[src/pcr_pkg.sv]
// Shared types and constants for the page cache replacement policy block.
// No dependencies; imported by every other file in src.
package pcr_pkg;

   // Register field widths of the configuration port
   localparam int CSR_IDX_W  = 2;
   localparam int CSR_DATA_W = 8;
   localparam int POLICY_W   = 2;
   localparam int EIU_W      = 3;
   localparam int LAT_W      = 8;

   // Result field widths
   localparam int SLOT_OUT_W = 2;
   localparam int PAGE_NUM_W = 8;
   localparam int PAGE_OFF_W = 12;

   // Reset values of the registers
   localparam logic [EIU_W-1:0] EIU_RESET      = 3'd4;
   localparam logic [LAT_W-1:0] HIT_LAT_RESET  = 8'd1;
   localparam logic [LAT_W-1:0] MISS_LAT_RESET = 8'd100;

   typedef enum logic [POLICY_W-1:0] {
      POL_FIFO = 2'd0,
      POL_LRU  = 2'd1,
      POL_MRU  = 2'd2,
      POL_NONE = 2'd3
   } pcr_policy_type;

   typedef enum logic [CSR_IDX_W-1:0] {
      CSR_POLICY   = 2'd0,
      CSR_ENTRIES  = 2'd1,
      CSR_HIT_LAT  = 2'd2,
      CSR_MISS_LAT = 2'd3
   } pcr_csr_idx_type;

   typedef enum logic [1:0] {
      ST_IDLE,
      ST_SCAN,
      ST_UPDATE,
      ST_DONE
   } pcr_state_type;

   typedef struct packed {
      pcr_policy_type   policy;
      logic [EIU_W-1:0] entries_in_use;
      logic [LAT_W-1:0] hit_latency;
      logic [LAT_W-1:0] miss_latency;
   } pcr_cfg_type;

   // Controller to datapath
   typedef struct packed {
      logic capture;   // latch address, restart scan
      logic scan;      // examine one slot
      logic commit;    // apply outcome, load result registers
   } pcr_cmd_type;

   // Datapath to controller
   typedef struct packed {
      logic scan_last;
   } pcr_status_type;

endpackage

[src/pcr_ctrl.sv]
// Transaction sequencer for the page cache replacement policy block.
// Depends on pcr_pkg for the state, command and status types.
module pcr_ctrl (
   input  logic                    clock,
   input  logic                    reset,
   input  logic                    start,
   output logic                    busy,
   output logic                    rsp_valid,
   output pcr_pkg::pcr_cmd_type    cmd,
   input  pcr_pkg::pcr_status_type status
);
   import pcr_pkg::*;

   pcr_state_type state_ff;
   pcr_state_type state_in;

   always_ff @(posedge clock) begin
      if (reset) begin
         state_ff <= ST_IDLE;
      end else begin
         state_ff <= state_in;
      end
   end

   always_comb begin
      state_in    = state_ff;
      busy        = 1'b1;
      rsp_valid   = 1'b0;
      cmd         = '0;
      unique case (state_ff)
         ST_IDLE: begin
            busy = 1'b0;
            if (start) begin
               cmd.capture = 1'b1;
               state_in    = ST_SCAN;
            end
         end
         ST_SCAN: begin
            cmd.scan = 1'b1;
            if (status.scan_last) begin
               state_in = ST_UPDATE;
            end
         end
         ST_UPDATE: begin
            cmd.commit = 1'b1;
            state_in   = ST_DONE;
         end
         ST_DONE: begin
            // result on the ports this cycle; next transaction may start now
            busy      = 1'b0;
            rsp_valid = 1'b1;
            if (start) begin
               cmd.capture = 1'b1;
               state_in    = ST_SCAN;
            end else begin
               state_in = ST_IDLE;
            end
         end
      endcase
   end

endmodule

[src/pcr_dpath.sv]
// Slot store, scan registers, victim selection and recency update.
// Depends on pcr_pkg for configuration, command and status types.
module pcr_dpath #(
   parameter int ENTRIES   = 4,
   parameter int PAGE_SIZE = 4096,
   parameter int ADDR_BITS = 20
) (
   input  logic                                 clock,
   input  logic                                 reset,
   input  pcr_pkg::pcr_cfg_type                 cfg,
   input  pcr_pkg::pcr_cmd_type                 cmd,
   output pcr_pkg::pcr_status_type              status,
   input  logic [ADDR_BITS-1:0]                 address,
   output logic                                 hit,
   output logic [pcr_pkg::SLOT_OUT_W-1:0]       slot,
   output logic                                 filled,
   output logic                                 evicted,
   output logic [pcr_pkg::PAGE_NUM_W-1:0]       page_number,
   output logic [pcr_pkg::PAGE_OFF_W-1:0]       page_offset,
   output logic [pcr_pkg::LAT_W-1:0]            access_latency
);
   import pcr_pkg::*;

   localparam int SLOT_W = $clog2(ENTRIES);
   localparam int CNT_W  = $clog2(ENTRIES + 1);
   localparam int OFF_W  = $clog2(PAGE_SIZE);
   localparam int TAG_W  = (ADDR_BITS > OFF_W) ? (ADDR_BITS - OFF_W) : 1;
   localparam logic [ADDR_BITS-1:0] OFF_MASK = ADDR_BITS'(PAGE_SIZE - 1);

   // Slot state
   logic              valid_ff [ENTRIES];
   logic              valid_in [ENTRIES];
   logic [TAG_W-1:0]  tag_ff   [ENTRIES];
   logic [SLOT_W-1:0] rank_ff  [ENTRIES];
   logic [SLOT_W-1:0] rank_in  [ENTRIES];
   logic [SLOT_W-1:0] fifo_ptr_ff, fifo_ptr_in;
   logic [SLOT_W-1:0] mru_ff, mru_in;

   // Per-transaction registers
   logic [ADDR_BITS-1:0] addr_ff;
   logic [SLOT_W-1:0]    idx_ff;
   logic                 found_ff;
   logic [SLOT_W-1:0]    hit_slot_ff;
   logic                 free_ff;
   logic [SLOT_W-1:0]    free_slot_ff;
   logic [SLOT_W-1:0]    best_slot_ff;
   logic [SLOT_W-1:0]    best_rank_ff;

   // Result registers
   logic                  hit_ff;
   logic [SLOT_W-1:0]     slot_ff;
   logic                  filled_ff;
   logic                  evicted_ff;
   logic [ADDR_BITS-1:0]  page_full_ff;
   logic [ADDR_BITS-1:0]  offset_full_ff;
   logic [LAT_W-1:0]      lat_ff;

   logic [CNT_W-1:0]     n_act;
   logic [ADDR_BITS-1:0] page_full;
   logic [TAG_W-1:0]     page_tag;
   logic                 cur_valid;
   logic [TAG_W-1:0]     cur_tag;
   logic [SLOT_W-1:0]    cur_rank;

   logic                 do_touch;
   logic                 do_fill;
   logic                 do_evict;
   logic                 was_valid;
   logic [SLOT_W-1:0]    sel_slot;
   logic [SLOT_W-1:0]    sel_rank;
   logic [SLOT_W-1:0]    fifo_slot;
   logic                 fifo_adv;

   // Active slot count: zero acts as one, clamp to the built count
   always_comb begin
      if (cfg.entries_in_use == '0) begin
         n_act = CNT_W'(1);
      end else if (32'(cfg.entries_in_use) > ENTRIES) begin
         n_act = CNT_W'(ENTRIES);
      end else begin
         n_act = CNT_W'(cfg.entries_in_use);
      end
   end

   assign page_full = addr_ff >> OFF_W;
   assign page_tag  = TAG_W'(page_full);

   assign cur_valid = valid_ff[idx_ff];
   assign cur_tag   = tag_ff[idx_ff];
   assign cur_rank  = rank_ff[idx_ff];

   assign status.scan_last = (CNT_W'(idx_ff) == (n_act - CNT_W'(1)));

   // Scan: one slot per cycle, first match, first free slot, oldest slot
   always_ff @(posedge clock) begin
      if (cmd.capture) begin
         addr_ff      <= address;
         idx_ff       <= '0;
         found_ff     <= 1'b0;
         hit_slot_ff  <= '0;
         free_ff      <= 1'b0;
         free_slot_ff <= '0;
         best_slot_ff <= '0;
         best_rank_ff <= '0;
      end else if (cmd.scan) begin
         idx_ff <= idx_ff + SLOT_W'(1);
         if (cur_valid && (cur_tag == page_tag) && !found_ff) begin
            found_ff    <= 1'b1;
            hit_slot_ff <= idx_ff;
         end
         if (!cur_valid && !free_ff) begin
            free_ff      <= 1'b1;
            free_slot_ff <= idx_ff;
         end
         // strict compare keeps the lowest slot among equally old ones
         if (cur_rank > best_rank_ff) begin
            best_slot_ff <= idx_ff;
            best_rank_ff <= cur_rank;
         end
      end
   end

   // Outcome of the transaction
   always_comb begin
      fifo_slot = (CNT_W'(fifo_ptr_ff) < n_act) ? fifo_ptr_ff : '0;
      do_touch  = 1'b0;
      do_fill   = 1'b0;
      do_evict  = 1'b0;
      was_valid = 1'b1;
      sel_slot  = '0;
      fifo_adv  = 1'b0;
      if (found_ff) begin
         do_touch = 1'b1;
         sel_slot = hit_slot_ff;
      end else if (free_ff) begin
         do_touch  = 1'b1;
         do_fill   = 1'b1;
         was_valid = 1'b0;
         sel_slot  = free_slot_ff;
      end else begin
         case (cfg.policy)
            POL_FIFO: begin
               sel_slot = fifo_slot;
               fifo_adv = 1'b1;
            end
            POL_LRU: begin
               sel_slot = best_slot_ff;
            end
            POL_MRU: begin
               sel_slot = (CNT_W'(mru_ff) < n_act) ? mru_ff : '0;
            end
            default: begin
               sel_slot = '0;
            end
         endcase
         if (cfg.policy != POL_NONE) begin
            do_touch = 1'b1;
            do_fill  = 1'b1;
            do_evict = 1'b1;
         end
      end
   end

   assign sel_rank = rank_ff[sel_slot];

   // Recency update: younger slots age by one, all on a free-slot fill
   always_comb begin
      fifo_ptr_in = fifo_ptr_ff;
      mru_in      = mru_ff;
      for (int i = 0; i < ENTRIES; i++) begin
         valid_in[i] = valid_ff[i];
         rank_in[i]  = rank_ff[i];
      end
      if (cmd.commit && do_touch) begin
         for (int i = 0; i < ENTRIES; i++) begin
            if ((SLOT_W'(i) != sel_slot) && (CNT_W'(i) < n_act) && valid_ff[i] &&
                (!was_valid || (rank_ff[i] < sel_rank))) begin
               rank_in[i] = rank_ff[i] + SLOT_W'(1);
            end
            if (SLOT_W'(i) == sel_slot) begin
               rank_in[i]  = '0;
               valid_in[i] = 1'b1;
            end
         end
         mru_in = sel_slot;
         if (fifo_adv) begin
            fifo_ptr_in = ((CNT_W'(fifo_slot) + CNT_W'(1)) == n_act) ?
                          '0 : fifo_slot + SLOT_W'(1);
         end
      end
   end

   always_ff @(posedge clock) begin
      if (reset) begin
         for (int i = 0; i < ENTRIES; i++) begin
            valid_ff[i] <= 1'b0;
            rank_ff[i]  <= '0;
         end
         fifo_ptr_ff <= '0;
         mru_ff      <= '0;
      end else begin
         for (int i = 0; i < ENTRIES; i++) begin
            valid_ff[i] <= valid_in[i];
            rank_ff[i]  <= rank_in[i];
         end
         fifo_ptr_ff <= fifo_ptr_in;
         mru_ff      <= mru_in;
      end
   end

   always_ff @(posedge clock) begin
      if (cmd.commit && do_fill) begin
         tag_ff[sel_slot] <= page_tag;
      end
   end

   always_ff @(posedge clock) begin
      if (cmd.commit) begin
         hit_ff         <= found_ff;
         slot_ff        <= sel_slot;
         filled_ff      <= do_fill;
         evicted_ff     <= do_evict;
         page_full_ff   <= page_full;
         offset_full_ff <= addr_ff & OFF_MASK;
         lat_ff         <= found_ff ? cfg.hit_latency : cfg.miss_latency;
      end
   end

   assign hit            = hit_ff;
   assign slot           = SLOT_OUT_W'(slot_ff);
   assign filled         = filled_ff;
   assign evicted        = evicted_ff;
   assign page_number    = PAGE_NUM_W'(page_full_ff);
   assign page_offset    = PAGE_OFF_W'(offset_full_ff);
   assign access_latency = lat_ff;

endmodule

[src/page_cache_replacement_policy.sv]
// Top level of the page cache replacement policy block: register file and
// integration of pcr_ctrl and pcr_dpath. Depends on pcr_pkg.
//
// Usage:
//   Request: drive req_address and raise start while busy is low;
//   the transaction is taken at that clock edge.
//   Result: rsp_valid is high for exactly one cycle with hit, slot, filled,
//   evicted, page number, offset and latency on the rsp_ ports. The
//   receiver cannot stall; the result must be taken in that cycle.
//   Sequence: the tag scan examines one slot per cycle over the first N
//   slots, where N is the active slot count (entries_in_use clamped to
//   1..ENTRIES); then the update state applies the outcome and loads the
//   result registers, and the done state then raises rsp_valid.
//   A new request can be accepted in the cycle the result is shown.
//   Registers: csr_ready is always high; write with csr_valid, csr_index and
//   csr_wdata, only while no transaction is outstanding.
//   Reset: synchronous, active high; empties the cache, clears recency
//   ranks and pointers, and restores register defaults.
module page_cache_replacement_policy #(
   parameter int ENTRIES   = 4,
   parameter int PAGE_SIZE = 4096,
   parameter int ADDR_BITS = 20
) (
   input  logic                                clock,
   input  logic                                reset,
   input  logic                                start,
   output logic                                busy,
   input  logic [ADDR_BITS-1:0]                req_address,
   output logic                                rsp_valid,
   output logic                                rsp_hit,
   output logic [pcr_pkg::SLOT_OUT_W-1:0]      rsp_slot,
   output logic                                rsp_filled,
   output logic                                rsp_evicted,
   output logic [pcr_pkg::PAGE_NUM_W-1:0]      rsp_page_number,
   output logic [pcr_pkg::PAGE_OFF_W-1:0]      rsp_page_offset,
   output logic [pcr_pkg::LAT_W-1:0]           rsp_access_latency,
   input  logic                                csr_valid,
   output logic                                csr_ready,
   input  logic [pcr_pkg::CSR_IDX_W-1:0]       csr_index,
   input  logic [pcr_pkg::CSR_DATA_W-1:0]      csr_wdata
);
   import pcr_pkg::*;

   pcr_cfg_type    cfg_ff;
   pcr_cfg_type    cfg_in;
   pcr_cmd_type    cmd;
   pcr_status_type status;

   assign csr_ready = 1'b1;

   always_comb begin
      cfg_in = cfg_ff;
      if (csr_valid && csr_ready) begin
         unique case (pcr_csr_idx_type'(csr_index))
            CSR_POLICY:   cfg_in.policy         = pcr_policy_type'(csr_wdata[POLICY_W-1:0]);
            CSR_ENTRIES:  cfg_in.entries_in_use = csr_wdata[EIU_W-1:0];
            CSR_HIT_LAT:  cfg_in.hit_latency    = csr_wdata[LAT_W-1:0];
            CSR_MISS_LAT: cfg_in.miss_latency   = csr_wdata[LAT_W-1:0];
         endcase
      end
   end

   always_ff @(posedge clock) begin
      if (reset) begin
         cfg_ff.policy         <= POL_FIFO;
         cfg_ff.entries_in_use <= EIU_RESET;
         cfg_ff.hit_latency    <= HIT_LAT_RESET;
         cfg_ff.miss_latency   <= MISS_LAT_RESET;
      end else begin
         cfg_ff <= cfg_in;
      end
   end

   pcr_ctrl u_ctrl (
      .clock     (clock),
      .reset     (reset),
      .start     (start),
      .busy      (busy),
      .rsp_valid (rsp_valid),
      .cmd       (cmd),
      .status    (status)
   );

   pcr_dpath #(
      .ENTRIES   (ENTRIES),
      .PAGE_SIZE (PAGE_SIZE),
      .ADDR_BITS (ADDR_BITS)
   ) u_dpath (
      .clock           (clock),
      .reset           (reset),
      .cfg             (cfg_ff),
      .cmd             (cmd),
      .status          (status),
      .address         (req_address),
      .hit             (rsp_hit),
      .slot            (rsp_slot),
      .filled          (rsp_filled),
      .evicted         (rsp_evicted),
      .page_number     (rsp_page_number),
      .page_offset     (rsp_page_offset),
      .access_latency  (rsp_access_latency)
   );

endmodule
[config.mk]
export PLATFORM = sky130hd
export DESIGN_NAME = page_cache_replacement_policy
export DESIGN_NICKNAME = d
export VERILOG_FILES = /design/src/pcr_pkg.sv /design/src/pcr_ctrl.sv /design/src/pcr_dpath.sv /design/src/page_cache_replacement_policy.sv
export SDC_FILE = /design/constraint.sdc
export NUM_CORES = 1
export LEC_CHECK = 0
export ABC_AREA = 0
export BUFFER_PORTS_ARGS = -buffer_cell sky130_fd_sc_hd__buf_4
export CAP_MARGIN = 20
export CORE_MARGIN = 2
export CORE_UTILIZATION = 58
export DETAILED_ROUTE_END_ITERATION = 8
export GPL_ROUTABILITY_DRIVEN = 0
export PLACE_DENSITY = 0.79
export SYNTH_ARGS = -nofsm -noshare
export SYNTH_HDL_FRONTEND = slang
export SYNTH_HIERARCHICAL = 1
export SYNTH_SLANG_ARGS = --single-unit
[constraint.sdc]
create_clock -name clock -period 3.5 [get_ports clock]
set_input_delay 0.175 -clock clock [delete_from_list [all_inputs] [get_ports clock]]
set_output_delay 0.175 -clock clock [all_outputs]
set_load 0.02 [all_outputs]
==> Flow_metrics.wiki, run 1 <==
{| class="wikitable"
! Metric !! Value
|-
| Sum of routed wire segments on met1 || 5.24 mm
|-
| Class of the worst hold path || in2reg
|-
| Worst setup path endpoint || u_dpath/rank_ff[1][0]
|-
| Clock-pin slew on the worst setup and hold paths || 0.06 ns
|-
| Post-Place Cell Area || 0.00666 mm²
|-
| Post-cts sizing count || 0
|-
| Final Hold Viols || 0
|-
| Clk_skew || 0.0118 ns
|-
| Layout cells sized above 1 || 0.253
|-
| Mean post-synth cell area || 12.7 µm²
|-
| Core footprint || 0.0102 mm²
|-
| Via density per instance || 5.66
|-
| Internal power component || 3.84 mW
|-
| Remaining DRCs || 0
|-
| Drt wl/cell || 17.7 µm
|-
| Number of pins with negative max-slew slack in the final report || 0
|-
| Non-Filler Instances || a little over 700
|-
| Netlist area before placement || 0.00602 mm²
|-
| Number of antenna-violating nets in the routed design || 0
|-
| FF-to-FF End || u_dpath/rank_ff[1][0]
|-
| Highest ir drop seen on vdd || 637 µV
|-
| Register-to-register path setup slack || approximately 0.23 ns
|-
| Critical Path AT || approximately 3.7 ns
|-
| Maximum number of pins on one net before global-route repair || 54
|-
| Initial Utilization || 0.591
|-
| CP required || 3.94 ns
|-
| Vias in the first global route || 4168
|-
| Max-Cap Viols || 0
|-
| Total of flip-flops plus latches after synthesis || around 140
|-
| Cell count after placement || 663
|-
| Worst setup path startpoint || cfg_ff[18]
|-
| Setup Total Neg Slack || 0 ns
|-
| DRT iter0 DRCs || 365
|-
| Largest fanout on the critical path || 16
|-
| Clock buffer count from CTS || 17
|-
| Count of endpoints failing setup in the final report || 0
|-
| Period minus WS final || 3.27 ns
|-
| CTS tree || yes
|-
| Net Switching || approximately 1.6 mW
|-
| Startpoint type of the worst setup path || flop
|-
| Yosys Warn Count || 6
|-
| Horiz. Die Dim || 106 µm
|-
| Number of enable-type register cells in the synthesized netlist || 85
|-
| H-tree levels || 4
|-
| Synthesized Nets || 517
|-
| Total detailed-routing wirelength || 12.8 mm
|-
| Leakage || 2.76 nW
|-
| Metal2 WL || between 6 and 7 mm
|-
| Number of placed I/O pins || 70
|-
| Final hold slack || around 0.033 ns
|-
| Combinational power share || 0.237
|-
| Gate count of the mapped netlist || 472
|-
| Worst Path Class, Setup || reg2reg
|-
| Die Outline Area || 0.0112 mm²
|-
| Number of buffers on the longest clock path || 2
|-
| Synth async-reset ratio || 0
|-
| Achievable clock frequency || 306 MHz
|-
| Placement row count || 37
|-
| Cts hold-fix bufs || 29
|-
| CTS Root Buffer Type || sky130_fd_sc_hd__clkbuf_8
|-
| Fillers || 641
|-
| Total number of vias || 4100
|-
| Half-perimeter wire length after placement || 7.81 mm
|-
| Unrepaired setup endpoints after global routing || no
|-
| Crit share post-route || 0.935
|-
| Reg2Reg Launch Point || cfg_ff[18]
|-
| Type of element capturing the critical path || flop
|-
| Clock share of power || 0.351
|-
| Sequential share of power || 0.411
|-
| Floorplan die height || 106 µm
|-
| Power per cell area || between 700 and 800 mW/mm²
|-
| Initial antenna violation count || 0
|-
| Transition time at the pin with the least slew margin || between 0.6 and 0.7 ns
|-
| Count of port buffers added during placement || 68
|-
| Clk Latency, worst-skew pair || 0.52 ns
|-
| R2R depth || 11
|-
| Pre-antenna DRT Iters || 5
|-
| Total Nets Final || 620
|-
| Global route total overflow || 0
|-
| Slew HR || 0.563
|-
| Run status || finished, final reports clean
|-
| Post-synthesis cell type count || between 60 and 70
|-
| Switching Fraction || 0.295
|-
| Antenna diode instance count || 0
|-
| Setup Buffers After CTS || 0
|-
| Sinks on Clock Net || 138
|-
| Global-route wire length before repair || 20.8 mm
|-
| Sequential cell area fraction in the yosys report || 0.601
|-
| Ys flop type || sky130_fd_sc_hd__edfxtp_1
|-
| Sum of met3 wire segment lengths after detailed routing || roughly 710 µm
|-
| GRT Util Overall || 0.244
|-
| Highest routed layer || met4
|-
| Post-route design area || 0.00758 mm²
|-
| Layout overhead on the synthesized area || 26.0%
|}
==> worst min path at each step <==
stage                    start             endpoint  cells past startpoint
2_1_floorplan            reset   u_ctrl/state_ff[1]                      1
3_3_place_gp    req_address[2]   u_dpath/addr_ff[2]                      1
3_5_place_dp   req_address[10]  u_dpath/addr_ff[10]                      1
4_1_cts           csr_index[1]           cfg_ff[20]                      3
5_1_grt           csr_index[1]           cfg_ff[20]                      3
6_report          csr_index[1]           cfg_ff[20]                      3
==> stage by stage <==
stage | setup WS (ns) | util | power (mW)
finish | 0.229 | 0.744 | 5.45
global route | 0.0280 | 0.744 | 5.68
CTS | 0.227 | 0.744 | 5.47
detailed placement | 0.260 | 0.653 | 3.51
global placement | 0.418 | 0.653 | 3.47
floorplan | 0.618 | - | 3.11
==> kinds of logic after synthesis <==
kind of cell | count (synthesis) | share of synthesized area
DFF | 138 | 0.601
adders and majority gates | 12 | 0.0247
and+or+nand+nor | 157 | 0.137
AOI/OAI and AO/OA | 62 | 0.0711
other | 1 | 0.000623
muxes | 56 | 0.119
buffers and inverters | 32 | 0.0266
xor gates and xnor gates | 14 | 0.0204
==> critical path, cell delays in order (launching register included) <==
cell                       delay [ns]
sky130_fd_sc_hd__dfxtp_1         0.53
sky130_fd_sc_hd__nand2b_1        0.27
sky130_fd_sc_hd__ha_1            0.28
sky130_fd_sc_hd__o21bai_2        0.14
sky130_fd_sc_hd__a21oi_1         0.06
sky130_fd_sc_hd__nor4bb_1        0.35
sky130_fd_sc_hd__o311a_4         0.38
sky130_fd_sc_hd__a21oi_1         0.07
sky130_fd_sc_hd__a311o_1         0.34
sky130_fd_sc_hd__maj3_2          0.32
sky130_fd_sc_hd__a211o_1         0.30
sky130_fd_sc_hd__a31oi_1         0.15
==> synth_stat cells (all sizes together) (2+ instances only) <==
cell type,instances,share of area
clkbuf,13,0.0081
buf,10,0.012
mux2i,34,0.057
xnor2,13,0.019
or2,2,0.0021
nand2b,33,0.035
and2b,2,0.0025
a21oi,26,0.022
nor3b,2,0.0025
nor2,51,0.032
o311a,2,0.0052
mux4,11,0.041
a211oi,2,0.0033
or3b,5,0.0077
nand3,8,0.0067
a31oi,5,0.0052
nand4,5,0.0052
o31ai,3,0.0037
edfxtp,85,0.42
inv,9,0.0064
a2111oi,2,0.0029
nor2b,6,0.0062
and3b,2,0.0031
and2,3,0.0031
mux2,11,0.021
o21ai,9,0.0081
nand2,21,0.013
ha,11,0.023
or3,2,0.0021
o21bai,2,0.0050
nor3,7,0.0058
nand3b,2,0.0025
nor4,2,0.0021
dfxtp,53,0.18
==> state kept, by name (all words and copies together), names as in the netlist, named ones only <==
register,count
u_dpath/best_rank_ff,2
u_dpath/offset_full_ff,12
u_dpath/valid_ff,4
u_dpath/evicted,1
u_dpath/mru_ff,2
u_dpath/slot,2
u_dpath/free_slot_ff,2
u_dpath/access_latency,8
u_dpath/fifo_ptr_ff,2
u_dpath/filled,1
u_dpath/best_slot_ff,2
u_dpath/page_full_ff,8
u_dpath/addr_ff,20
u_ctrl/state_ff,2
u_dpath/found_ff,1
u_dpath/hit,1
u_dpath/free_ff,1
u_dpath/hit_slot_ff,2
u_dpath/tag_ff,32
u_dpath/rank_ff,8
u_dpath/idx_ff,2
cfg_ff,21
==> cell usage in the layout, fill, tap and decap left out, types with 3 or more instances in the layout <==
cell type,Yosys,final
sky130_fd_sc_hd__edfxtp_1,85,85
sky130_fd_sc_hd__buf_4,2,78
sky130_fd_sc_hd__dfxtp_1,53,53
sky130_fd_sc_hd__nor2_1,51,51
sky130_fd_sc_hd__mux2i_1,34,34
sky130_fd_sc_hd__nand2b_1,32,32
sky130_fd_sc_hd__dlygate4sd3_1,0,29
sky130_fd_sc_hd__a21oi_1,25,25
sky130_fd_sc_hd__nand2_1,21,21
sky130_fd_sc_hd__clkbuf_16,0,16
sky130_fd_sc_hd__xnor2_1,13,13
sky130_fd_sc_hd__mux4_2,11,11
sky130_fd_sc_hd__ha_1,11,10
sky130_fd_sc_hd__mux2_2,10,10
sky130_fd_sc_hd__nand3_1,8,8
sky130_fd_sc_hd__inv_1,8,8
sky130_fd_sc_hd__o21ai_0,7,7
sky130_fd_sc_hd__nor3_1,7,7
sky130_fd_sc_hd__bufinv_16,0,5
sky130_fd_sc_hd__nor2b_1,6,5
sky130_fd_sc_hd__a31oi_1,5,5
sky130_fd_sc_hd__nand4_1,5,5
sky130_fd_sc_hd__inv_6,1,4
sky130_fd_sc_hd__o31ai_1,3,3
sky130_fd_sc_hd__or3b_2,3,3
==> power groups by stage <==
stage	clock network, mW	registers (mW)	logic, mW
floorplan	0	2.30	0.811
global placement	0	2.25	1.22
detailed placement	0	2.27	1.24
CTS	1.94	2.24	1.29
global route	2.01	2.27	1.41
finish	1.91	2.24	1.29
==> cell type report <==
type / count / area (µm²) / area share
Sequential cell: 138 / 3610 / 0.477
Inverter: 9 / 38.8 / 0.00512
Tap cell: 136 / 170 / 0.0224
Clock buffer: 18 / 418 / 0.0551
Multi-Input combinational cell: 302 / 2250 / 0.296
Clock inverter: 14 / 218 / 0.0287
Timing Repair Buffer: 107 / 876 / 0.116
==> per-layer routing <==
| layer | global-route usage | vias to the layer above |
|---|---|---|
| li1 | - | 1939 |
| met1 | 0.302 | 2004 |
| met2 | 0.414 | 147 |
| met3 | 0.0594 | 10 |
| met4 | 0.0940 | 0 |
| met5 | 0 | - |
No activity file was read; power rests on OpenSTA's default activity.
==> run 2, diff against run 1 <==
PLACE_DENSITY = 0.76   (was 0.79)
==> run 2 against run 1 <==
Utilization is 0.16 points lower. Register-to-register slack improved by 0.13 ns. Via count grew 0.15%. Power decreased by 1.9%. Worst hold slack better by 0.021 ns. Clock skew shrank 0.0017 ns. Largest power group unchanged. Worst setup slack improved by 0.13 ns.
==> Flow_metrics.wiki, run 2 (synthesis results as in run 1) <==
{| class="wikitable"
! Metric !! Value
|-
| Run status || finished, final reports clean
|-
| FF-to-FF End || u_dpath/rank_ff[1][0]
|-
| Global-route wire length before repair || 20.6 mm (-1.2%)
|-
| Crit path cell chain || nand2b_1, ha_1, o21bai_2, a21oi_1, nor4bb_1, o311a_4, a21oi_1, a311o_1, maj3_2, a211o_1, a31oi_1
|-
| Unrepaired setup endpoints after global routing || no
|-
| Final Hold Viols || 0 (unchanged)
|-
| Crit share post-route || 0.896 (-0.0384)
|-
| Power per cell area || 706 mW/mm² (-1.7%)
|-
| Clk_skew || 0.0101 ns (-0.00170 ns)
|-
| Clock buffer count from CTS || 17 (unchanged)
|-
| Total Nets Final || 622 (+0.32%)
|-
| Worst min-delay path endpoint || cfg_ff[12]
|-
| Sinks on Clock Net || 138 (unchanged)
|-
| Count of port buffers added during placement || 68 (unchanged)
|-
| Reg2Reg Launch Point || cfg_ff[17]
|-
| Cell depth of the worst min-delay path || 3 (unchanged)
|-
| Clk Latency, worst-skew pair || 0.52 ns (about the same)
|-
| Register with the most flip-flops || u_dpath/tag_ff
|-
| Antenna diode instance count || 0 (unchanged)
|-
| Initial antenna violation count || 0 (unchanged)
|-
| Critical Path AT || 3.58 ns (-0.13 ns)
|-
| Final hold slack || 0.0542 ns (+0.0212 ns)
|-
| Half-perimeter wire length after placement || 7.92 mm (+1.5%)
|-
| Layout cells sized above 1 || 0.256 (+0.00253)
|-
| Largest registers || u_dpath/tag_ff x32, cfg_ff x21, u_dpath/addr_ff x20
|-
| Number of antenna-violating nets in the routed design || 0 (unchanged)
|-
| Class of the worst hold path || in2reg
|-
| Core footprint || 0.0102 mm² (unchanged)
|-
| Startpoint type of the worst setup path || flop
|-
| Number of placed I/O pins || 70 (unchanged)
|-
| Number of flip-flops in the largest register || 32 (unchanged)
|-
| Max-Cap Viols || 0 (unchanged)
|-
| Floorplan die height || 106 µm (unchanged)
|-
| Remaining DRCs || 0 (unchanged)
|-
| Largest fanout on the critical path || 16 (unchanged)
|-
| Number of buffers on the longest clock path || 2 (unchanged)
|-
| Count of endpoints failing setup in the final report || 0 (unchanged)
|-
| CTS tree || yes
|-
| H-tree levels || 4 (unchanged)
|-
| Total detailed-routing wirelength || 12.9 mm (+1.0%)
|-
| Clock-pin slew on the worst setup and hold paths || 0.06 ns (about the same)
|-
| Horiz. Die Dim || 106 µm (unchanged)
|-
| CTS Root Buffer Type || sky130_fd_sc_hd__clkbuf_8
|-
| Most used cell along the critical path || sky130_fd_sc_hd__a21oi_1
|-
| Setup Buffers After CTS || 0 (unchanged)
|-
| GRT Util Overall || 0.246 (+0.00170)
|-
| R2R depth || 11 (unchanged)
|-
| Vias in the first global route || 4143 (-0.60%)
|-
| Number of pins with negative max-slew slack in the final report || 0 (unchanged)
|-
| Slew HR || 0.573 (+0.0101)
|-
| Achievable clock frequency || 319 MHz (+4.3%)
|-
| Leading cell types in the layout, fill and taps excluded || sky130_fd_sc_hd__edfxtp_1 (85), sky130_fd_sc_hd__buf_4 (79), sky130_fd_sc_hd__dfxtp_1 (53)
|-
| Highest ir drop seen on vdd || 609 µV (-4.4%)
|-
| Pre-antenna DRT Iters || 5 (unchanged)
|-
| Setup Total Neg Slack || 0 ns (unchanged)
|-
| Post-Place Setup Slack || 0.406 ns (+0.146 ns)
|-
| Type of element capturing the critical path || flop
|-
| Final total power || 5.34 mW (-1.9%)
|-
| Drt wl/cell || 17.8 µm (+0.76%)
|-
| Slowest Stage Delay on Critical Path || 0.41 ns (-0.12 ns)
|-
| Crit path max-delay cell type || sky130_fd_sc_hd__dfxtp_1
|-
| Global route total overflow || 0 (unchanged)
|-
| Via density per instance || 5.66 (-0.13%)
|-
| CP required || 3.95 ns (about the same)
|-
| Register-to-register path setup slack || 0.36 ns (+0.13 ns)
|-
| Die Outline Area || 0.0112 mm² (unchanged)
|-
| DRT iter0 DRCs || 311 (-15%)
|-
| Layout overhead on the synthesized area || 25.7%
|-
| Worst Path Class, Setup || reg2reg
|-
| Placement row count || 37 (unchanged)
|-
| Most frequent standard cell in the layout excluding fill and tap cells || sky130_fd_sc_hd__edfxtp_1
|-
| Launch instance of the worst min-delay path || csr_valid
|-
| Transition time at the pin with the least slew margin || 0.638 ns (-0.0150 ns)
|-
| Initial Utilization || 0.591 (unchanged)
|-
| Total number of vias || 4106 (+0.15%)
|-
| Crit path setup slack, layout || 0.363 ns (+0.134 ns)
|-
| Leakage || 2.76 nW (about the same)
|-
| Period minus WS final || 3.14 ns (-0.134 ns)
|-
| Maximum number of pins on one net before global-route repair || 54 (unchanged)
|}
-- run 2: changes by cell type in the layout (fill, tap and decap cells not counted) --
cell | before | now
sky130_fd_sc_hd__dlygate4sd3_1 | 29 | 30
sky130_fd_sc_hd__clkbuf_1 | 1 | 0
sky130_fd_sc_hd__inv_8 | 0 | 1
sky130_fd_sc_hd__clkinv_4 | 2 | 3
sky130_fd_sc_hd__inv_6 | 4 | 6
sky130_fd_sc_hd__bufinv_16 | 5 | 3
sky130_fd_sc_hd__buf_4 | 78 | 79
sky130_fd_sc_hd__clkinvlp_4 | 2 | 1
-- run 2: power by group --
part           total, mW  leakage [nW]  internal, mW  switching (mW)
registers           2.23          1.20          2.07           0.164
logic               1.31          1.26         0.536           0.771
clock network       1.80         0.293          1.10           0.704
total               5.34          2.76          3.70            1.64
-- run 2: area by class of cell --
cell class              count  area (µm²)
flip-flops and latches    138        3610
clock inverters            15         188
clock buffers              17         414
well taps                 136         170
multi-input cells         302        2250
repair buffers            109         893
fillers                   661        2620
inverters                   9        38.8
-- run 2: worst max path at each step --
stage	cells after the start	endpoint	startpoint
after global placement	11	u_dpath/rank_ff[1][0]	cfg_ff[17]
after detailed placement	11	u_dpath/rank_ff[1][0]	cfg_ff[17]
after floorplan	10	u_dpath/tag_ff[3][0]	cfg_ff[18]
final	11	u_dpath/rank_ff[1][0]	cfg_ff[17]
after CTS	11	u_dpath/rank_ff[1][0]	cfg_ff[17]
after global routing	11	u_dpath/rank_ff[3][1]	cfg_ff[17]
-- run 2: worst max-delay path, delay by kind of cell (launching register included) --
family	cells	cell delay (ns)
AO/OA/AOI/OAI	7	1.43
adder cells (fa/ha/maj)	2	0.65
AND/OR/NAND/NOR	2	0.56
flip-flops	1	0.41
-- run 2: routing by layer --
layer  track usage  part of all wire  up-vias
li1              -                 -     1937
met1         0.290              0.40     1999
met2         0.414              0.52      150
met3        0.0754             0.056       20
met4         0.108             0.020        0
met5             0                 0        -
-- run 2: repair_timing --
action,CTS,global route
endpoints found under the hold margin,39,0
gates resized for setup,0,0
hold buffers,30,0
-- run 2: metrics by stage --
stage	cell area [µm²]	utilization	cells
5_1_grt	7560	0.743	726
3_5_place_dp	6660	0.654	664
4_1_cts	7560	0.743	726
3_3_place_gp	6660	0.654	664
6_report	7560	0.743	726
2_1_floorplan	6020	-	472
